File: src/hw/rtl/ppm_pkg.sv
// shared types and constants for the permuted pattern matcher
// used by ppm_class, ppm_cell and permuted_pattern_matcher; no dependencies
`default_nettype none

package ppm_pkg;

    localparam int LETTER_W        = 5;
    localparam int CODES           = 32;
    localparam int LETTERS         = 26;
    localparam int IDX_W           = 6;
    localparam int LEN_W           = 7;
    localparam int REQ_W           = 2;
    localparam int CFG_IDX_W       = 2;
    localparam int CFG_DATA_W      = 60;
    localparam int PERM_HI_W       = 10;
    localparam int PERM_W          = 2 * CFG_DATA_W + PERM_HI_W;
    localparam int PATTERN_MAX_DEF = 64;
    localparam int ALPHABET_DEF    = 26;

    localparam logic [REQ_W-1:0] REQ_LOAD    = 2'd0;
    localparam logic [REQ_W-1:0] REQ_TEXT    = 2'd1;
    localparam logic [REQ_W-1:0] REQ_RESTART = 2'd2;

    localparam logic [CFG_IDX_W-1:0] CFG_PERM_LO  = 2'd0;
    localparam logic [CFG_IDX_W-1:0] CFG_PERM_MID = 2'd1;
    localparam logic [CFG_IDX_W-1:0] CFG_PERM_HI  = 2'd2;
    localparam logic [CFG_IDX_W-1:0] CFG_LENGTH   = 2'd3;

    localparam logic [LEN_W-1:0] LENGTH_RESET = 7'd1;

    typedef struct packed {
        logic                text;
        logic                clear;
        logic [LETTER_W-1:0] letter;
    } t_cell_ctl;

endpackage

`default_nettype wire

File: src/hw/rtl/ppm_class.sv
// letter class decode: which stored letter codes accept the incoming text letter
// depends on ppm_pkg
`default_nettype none

module ppm_class #(
    parameter int ALPHABET = ppm_pkg::ALPHABET_DEF
) (
    input  wire logic [ppm_pkg::PERM_W-1:0]   i_perm,
    input  wire logic [ppm_pkg::LETTER_W-1:0] i_letter,
    output logic      [ppm_pkg::CODES-1:0]    o_class
);

    for (genvar s = 0; s < ppm_pkg::CODES; s++) begin : g_code
        localparam logic [ppm_pkg::LETTER_W-1:0] CODE = ppm_pkg::LETTER_W'(s);
        if (s < ppm_pkg::LETTERS && s < ALPHABET) begin : g_img
            assign o_class[s] = (i_letter == CODE) ||
                                (i_perm[ppm_pkg::LETTER_W*s +: ppm_pkg::LETTER_W] == i_letter);
        end else begin : g_plain
            assign o_class[s] = (i_letter == CODE);
        end
    end

endmodule

`default_nettype wire

File: src/hw/rtl/ppm_cell.sv
// one pattern position: stored letter and its shift-and match bit
// depends on ppm_pkg
`default_nettype none

module ppm_cell (
    input  wire logic                         i_clk,
    input  wire logic                         i_rst_n,
    input  wire ppm_pkg::t_cell_ctl           i_ctl,
    input  wire logic                         i_load,
    input  wire logic                         i_en,
    input  wire logic                         i_prev,
    input  wire logic [ppm_pkg::CODES-1:0]    i_class,
    output logic                              o_match,
    output logic                              o_next
);

    logic [ppm_pkg::LETTER_W-1:0] r_letter;
    logic                         r_match;
    logic                         n_match;

    always_comb begin
        n_match = r_match;
        if (i_ctl.clear) begin
            n_match = 1'b0;
        end else if (i_ctl.text) begin
            n_match = i_prev && i_en && i_class[r_letter];
        end
    end

    always_ff @(posedge i_clk) begin
        if (!i_rst_n) begin
            r_match <= 1'b0;
        end else begin
            r_match <= n_match;
        end
    end

    always_ff @(posedge i_clk) begin
        if (i_load) begin
            r_letter <= i_ctl.letter;
        end
    end

    assign o_match = r_match;
    assign o_next  = n_match;

endmodule

`default_nettype wire

File: src/hw/rtl/permuted_pattern_matcher.sv
// permuted pattern matcher top level: config registers, cell chain, output word register
// depends on ppm_pkg, ppm_class and ppm_cell
// a text word's result is offered in the cycle after it is accepted, once length letters are seen
// throughput: one input word per cycle while no output word waits unaccepted downstream
// reset zeroes perm, match bits, count, out valid; length to 1; pattern letters are not reset
`default_nettype none

module permuted_pattern_matcher #(
    parameter int PATTERN_MAX = ppm_pkg::PATTERN_MAX_DEF,
    parameter int ALPHABET    = ppm_pkg::ALPHABET_DEF
) (
    input  wire logic                             i_clk,
    input  wire logic                             i_rst_n,
    input  wire logic                             i_in_valid,
    output logic                                  o_in_ready,
    input  wire logic [ppm_pkg::REQ_W-1:0]        i_req_type,
    input  wire logic [ppm_pkg::IDX_W-1:0]        i_pattern_index,
    input  wire logic [ppm_pkg::LETTER_W-1:0]     i_letter,
    output logic                                  o_out_valid,
    input  wire logic                             i_out_ready,
    output logic                                  o_window_match,
    input  wire logic                             i_cfg_valid,
    output logic                                  o_cfg_ready,
    input  wire logic [ppm_pkg::CFG_IDX_W-1:0]    i_cfg_index,
    input  wire logic [ppm_pkg::CFG_DATA_W-1:0]   i_cfg_data
);

    localparam int LW = $clog2(PATTERN_MAX + 1);
    localparam int CW = (LW > ppm_pkg::LEN_W) ? LW : ppm_pkg::LEN_W;
    localparam int IW = (PATTERN_MAX > 1) ? $clog2(PATTERN_MAX) : 1;

    logic [ppm_pkg::CFG_DATA_W-1:0] r_perm_lo;
    logic [ppm_pkg::CFG_DATA_W-1:0] r_perm_mid;
    logic [ppm_pkg::PERM_HI_W-1:0]  r_perm_hi;
    logic [ppm_pkg::LEN_W-1:0]      r_len;
    logic [LW-1:0]                  r_seen;
    logic [LW-1:0]                  n_seen;
    logic                           r_out_valid;
    logic                           n_out_valid;
    logic                           r_out_bit;
    logic                           n_out_bit;

    logic                           w_in_acc;
    logic                           w_load;
    ppm_pkg::t_cell_ctl             w_ctl;
    logic [CW-1:0]                  w_len_raw;
    logic [CW-1:0]                  w_len;
    logic [CW-1:0]                  w_len_m1;
    logic [IW-1:0]                  w_last;
    logic [ppm_pkg::CODES-1:0]      w_class;
    logic [PATTERN_MAX-1:0]         w_match;
    logic [PATTERN_MAX-1:0]         w_next;

    assign o_in_ready     = !r_out_valid || i_out_ready;
    assign o_cfg_ready    = 1'b1;
    assign o_out_valid    = r_out_valid;
    assign o_window_match = r_out_bit;

    assign w_in_acc     = i_in_valid && o_in_ready;
    assign w_load       = w_in_acc && (i_req_type == ppm_pkg::REQ_LOAD);
    assign w_ctl.text   = w_in_acc && (i_req_type == ppm_pkg::REQ_TEXT);
    assign w_ctl.clear  = w_in_acc && (i_req_type == ppm_pkg::REQ_RESTART);
    assign w_ctl.letter = i_letter;

    // effective pattern length, clamped to one .. PATTERN_MAX
    assign w_len_raw = (r_len == '0) ? CW'(1) : CW'(r_len);
    assign w_len     = (w_len_raw > CW'(PATTERN_MAX)) ? CW'(PATTERN_MAX) : w_len_raw;
    assign w_len_m1  = w_len - CW'(1);
    assign w_last    = w_len_m1[IW-1:0];

    // config registers
    always_ff @(posedge i_clk) begin
        if (!i_rst_n) begin
            r_perm_lo  <= '0;
            r_perm_mid <= '0;
            r_perm_hi  <= '0;
            r_len      <= ppm_pkg::LENGTH_RESET;
        end else if (i_cfg_valid && o_cfg_ready) begin
            case (i_cfg_index)
                ppm_pkg::CFG_PERM_LO:  r_perm_lo  <= i_cfg_data;
                ppm_pkg::CFG_PERM_MID: r_perm_mid <= i_cfg_data;
                ppm_pkg::CFG_PERM_HI:  r_perm_hi  <= i_cfg_data[ppm_pkg::PERM_HI_W-1:0];
                ppm_pkg::CFG_LENGTH:   r_len      <= i_cfg_data[ppm_pkg::LEN_W-1:0];
                default: ;
            endcase
        end
    end

    ppm_class #(
        .ALPHABET (ALPHABET)
    ) u_class (
        .i_perm   ({r_perm_hi, r_perm_mid, r_perm_lo}),
        .i_letter (i_letter),
        .o_class  (w_class)
    );

    for (genvar j = 0; j < PATTERN_MAX; j++) begin : g_cell
        logic w_prev;
        logic w_sel;
        logic w_en;

        if (j == 0) begin : g_head
            assign w_prev = 1'b1;
        end else begin : g_link
            assign w_prev = w_match[j-1];
        end

        if (j < (1 << ppm_pkg::IDX_W)) begin : g_addr
            assign w_sel = w_load && (i_pattern_index == ppm_pkg::IDX_W'(j));
        end else begin : g_noaddr
            assign w_sel = 1'b0;
        end

        assign w_en = (CW'(j) < w_len);

        ppm_cell u_cell (
            .i_clk   (i_clk),
            .i_rst_n (i_rst_n),
            .i_ctl   (w_ctl),
            .i_load  (w_sel),
            .i_en    (w_en),
            .i_prev  (w_prev),
            .i_class (w_class),
            .o_match (w_match[j]),
            .o_next  (w_next[j])
        );
    end

    // letter count since restart, saturating
    always_comb begin
        n_seen = r_seen;
        if (w_ctl.clear) begin
            n_seen = '0;
        end else if (w_ctl.text && (r_seen != LW'(PATTERN_MAX))) begin
            n_seen = r_seen + LW'(1);
        end
    end

    // output word register
    always_comb begin
        n_out_valid = r_out_valid;
        n_out_bit   = r_out_bit;
        if (w_in_acc) begin
            n_out_valid = w_ctl.text && (CW'(n_seen) >= w_len);
            if (w_ctl.text) begin
                n_out_bit = w_next[w_last];
            end
        end else if (i_out_ready) begin
            n_out_valid = 1'b0;
        end
    end

    always_ff @(posedge i_clk) begin
        if (!i_rst_n) begin
            r_seen      <= '0;
            r_out_valid <= 1'b0;
        end else begin
            r_seen      <= n_seen;
            r_out_valid <= n_out_valid;
        end
    end

    always_ff @(posedge i_clk) begin
        r_out_bit <= n_out_bit;
    end

    a_restart_clears: assert property (@(posedge i_clk) disable iff (!i_rst_n)
        w_ctl.clear |=> (r_seen == '0) && (w_match == '0))
        else $error("restart left match state behind");

    a_no_word_from_other: assert property (@(posedge i_clk) disable iff (!i_rst_n)
        (w_in_acc && !w_ctl.text) |=> !r_out_valid)
        else $error("output word from a non-text request");

    a_load_keeps_vector: assert property (@(posedge i_clk) disable iff (!i_rst_n)
        w_load |=> (w_match == $past(w_match)))
        else $error("pattern load disturbed match bits");

    a_seen_bounded: assert property (@(posedge i_clk) disable iff (!i_rst_n)
        CW'(r_seen) <= CW'(PATTERN_MAX))
        else $error("letter count beyond pattern maximum");

endmodule

`default_nettype wire
File: config.mk
export PLATFORM = sky130hd
export DESIGN_NAME = permuted_pattern_matcher
export DESIGN_NICKNAME = d
export VERILOG_FILES = /design/src/hw/rtl/ppm_pkg.sv /design/src/hw/rtl/ppm_class.sv /design/src/hw/rtl/ppm_cell.sv /design/src/hw/rtl/permuted_pattern_matcher.sv
export SDC_FILE = /design/constraint.sdc
export NUM_CORES = 2
export LEC_CHECK = 0
export BUFFER_PORTS_ARGS = -buffer_cell sky130_fd_sc_hd__buf_2
export CORE_MARGIN = 10
export CORE_UTILIZATION = 30
export DETAILED_ROUTE_END_ITERATION = 10
export PLACE_DENSITY = 0.46
export SLEW_MARGIN = 20
export SYNTH_ARGS = -nofsm -noshare
export SYNTH_HDL_FRONTEND = slang
export SYNTH_SLANG_ARGS = --single-unit
File: constraint.sdc
create_clock -name i_clk -period 5.5 [get_ports i_clk]
set_input_delay 1.1 -clock i_clk [delete_from_list [all_inputs] [get_ports i_clk]]
set_output_delay 1.1 -clock i_clk [all_outputs]
set_load 0.03 [all_outputs]
==> flow_metrics.tcl <==
set metrics [dict create \
    outcome "finished, final reports clean" \
    crit_type "input pin to register" \
    drc 0 \
    leakage_nw 15.9 \
    fill_cells 13567 \
    cpPeakStageDelay_ps 820 \
    grt_pass1_vias 37273 \
    power.density_nw_per_um2 230 \
    grt_overflow_total 0 \
    rrSetupSlack_ps 1090 \
    antenna_found_initial 23 \
    track_usage_pct 29.0 \
    worstSetupStartpointType "input pin" \
    ys_seq_area_share_pct 34.1 \
    finalHoldWorstSlack_ps 464 \
    syn2layout_area_growth_pct 16.3 \
    die_w_um 387 \
    clk_latency_ps 740 \
    routed_via_density 6.57 \
    gp_congestion 1.02 \
    die_h_um 387 \
    vias 39854 \
    finalClockSkew_ps 50.0 \
    finalCritPeriodShare_pct 90.7 \
    crit_arrival_ps 5480 \
    yosysMostFrequentCell "nand2_1" \
    clock-root-buffer "clkbuf_16" \
    cp_slowest_cell "o311ai_1" \
    crit_fanout 19 \
    drtIter0Drc 5668 \
    ir_drop_uv 221 \
    max_freq_mhz 200 \
    syn_avg_cell_area_um2 9.62 \
    synth_edf_count 321 \
    dpl.hpwl_um 159000 \
    worstSetupEndpointType "register" \
    synth_top_cells_by_area "edfxtp_1, mux4_2, dfxtp_1" \
    worstPathRequired_ps 5990 \
    dieArea_um2 150000 \
    worstPathCellList "buf_4 -> buf_12 -> xor2_1 -> nor2_1 -> a21o_1 -> buf_12 -> mux4_2 -> nor2_1 -> a211oi_1 -> o311ai_1 -> a22oi_1 -> buf_4 -> o41ai_1 -> o32ai_1 -> a32o_2" \
    ys_warn_count 0 \
    drt_first_pass_iters 6 \
    cts_setup_buffers 0 \
    nNetsFinal 4319 \
    cts_max_level 3 \
    grt_max_degree 122 \
    core_area_um2 134000 \
    start_util_pct 30.3 \
    drv_slew 0 \
    ys_ff_latch 530 \
    tightest_slew_ps 1140 \
    grt_pass1_wl_um 312000 \
    synthFlopType "edfxtp_1" \
    yosys.cell_types.count 109 \
    cts_buffers 70 \
    hold_violations 0 \
    async_flop_share_pct 0 \
    fin_crit_ps 4990 \
    ios 84 \
    syn-cell-area_um2 40500 \
    wire_per_inst_um 37.5 \
    syn_inst 4211 \
    io_buffers 82 \
    setup_viol 0 \
    cts.sink_count 530 \
    drt-total-wl_um 227000 \
    post_cts_resized 0 \
    relSlewSlack_pct 23.6 \
    clkTransAtPathRegs_ps 60 \
    maxCapViolCount 0 \
    cts_tree "yes" \
    rsz0062_at_grt "no" \
    total_power_mw 10.8 \
    final_antenna_net_count 0 \
    holdBufCountCts 0 \
    hp-class "register to register" \
    ys_top_cells_by_count "nand2_1, edfxtp_1, clkbuf_1" \
    core.rowCount 134 \
    drive_gt1_share_pct 21.6 \
    yosys.area.top_type "edfxtp_1" \
    netlist.area_leader.share_pct 23.8 \
    cts_buffer_depth 3 \
    syn_nets 4300 \
]
-- worst paths after layout --
kind,from,endpoint,cells past startpoint
worst min-delay path,r_perm_mid[14]$_SDFFE_PN0P_,r_perm_mid[14]$_SDFFE_PN0P_,2
worst min register to register,r_perm_mid[14]$_SDFFE_PN0P_,r_perm_mid[14]$_SDFFE_PN0P_,2
worst max register to register,r_len[4]$_SDFFE_PN0P_,o_window_match$_DFFE_PP_,11
worst max-delay path,i_letter[4],o_window_match$_DFFE_PP_,15
-- critical path, delay by kind of cell --
family,cells,cell delay [ps]
multiplexers,1,440
XOR/XNOR,1,150
AND/OR/NAND/NOR,2,240
buffers and inverters,4,1030
AO/OA/AOI/OAI,7,2440
-- report_power, final --
| group | total [mW] | leakage (nW) | internal, mW | switching [mW] |
|---|---|---|---|---|
| combinational | 1.62 | 10.2 | 0.517 | 1.10 |
| sequential | 4.29 | 4.58 | 4.25 | 0.0444 |
| clock | 4.92 | 1.18 | 2.85 | 2.07 |
| total | 10.8 | 15.9 | 7.61 | 3.22 |
-- flip-flops by register name, indices dropped and copies added, names as in the netlist --
| signal | flops |
|---|---|
| g_cell.u_cell.r_letter | 320 |
| g_cell.u_cell.o_match | 64 |
| r_perm_lo | 60 |
| r_perm_mid | 60 |
| r_perm_hi | 10 |
| r_len | 7 |
| r_seen | 7 |
| o_out_valid | 1 |
| o_window_match | 1 |
-- stage by stage --
stage / setup TNS [ps] / cells / utilization, % / area, um^2 / setup slack [ps]
3_5_place_dp: -88.7 / 5926 / 33.4 / 44700 / -88.7
5_1_grt: 0 / 6057 / 35.2 / 47100 / 569
3_3_place_gp: -111 / 5926 / 33.4 / 44700 / -111
2_1_floorplan: 0 / 4211 / - / 40500 / 968
4_1_cts: 0 / 6056 / 35.2 / 47100 / 650
6_report: 0 / 6063 / 35.2 / 47100 / 511
-- final cells by class --
cell class	instances	area [um^2]	area share [%]
Antenna cell	7	17.5	0.0372
Multi-Input combinational cell	3105	24600	52.2
Clock inverter	45	510	1.08
Inverter	116	440	0.935
Clock buffer	85	1880	3.99
Tap cell	1768	2210	4.70
Sequential cell	530	13800	29.3
Timing Repair Buffer	407	3650	7.74
-- cell families after synthesis --
family	share of synthesized area, %
and+or+nand+nor	16.1
AOI/OAI and AO/OA	18.1
buffers and inverters	5.95
DFF	34.1
muxes	19.7
xor gates and xnor gates	5.73
adders and majority gates	0.303
other	0.00926
-- metal layers --
metal	global-route usage, %	wire length [um]
met5	0	53
met1	37.6	89100
met4	15.8	15300
met3	9.31	27700
met2	42.3	95100
-- placed cells by master, fill, tap and decap left out, types with 19 or more instances in the layout --
cell       count
a311oi_1      35
xor2_1       129
clkbuf_16     73
nor2_1       297
buf_2         77
inv_1         99
a2111oi_0     25
o311ai_0      23
a21oi_4       19
o2111ai_1     41
a211oi_1     135
buf_4        265
o211ai_1      81
xnor2_1      136
nor4_1        30
and3_1        25
nand2_1      523
o21ai_0      104
a21o_1        29
nor3_1        57
a21oi_1      228
dfxtp_1      209
nand2b_1      35
o22ai_1       22
mux2i_1      135
a31oi_1       51
buf_12        61
nand4_1       62
nand3b_1      29
edfxtp_1     321
nor2b_1       36
nand3_1      116
mux4_2       293
No activity file was read; power rests on OpenSTA's default activity.
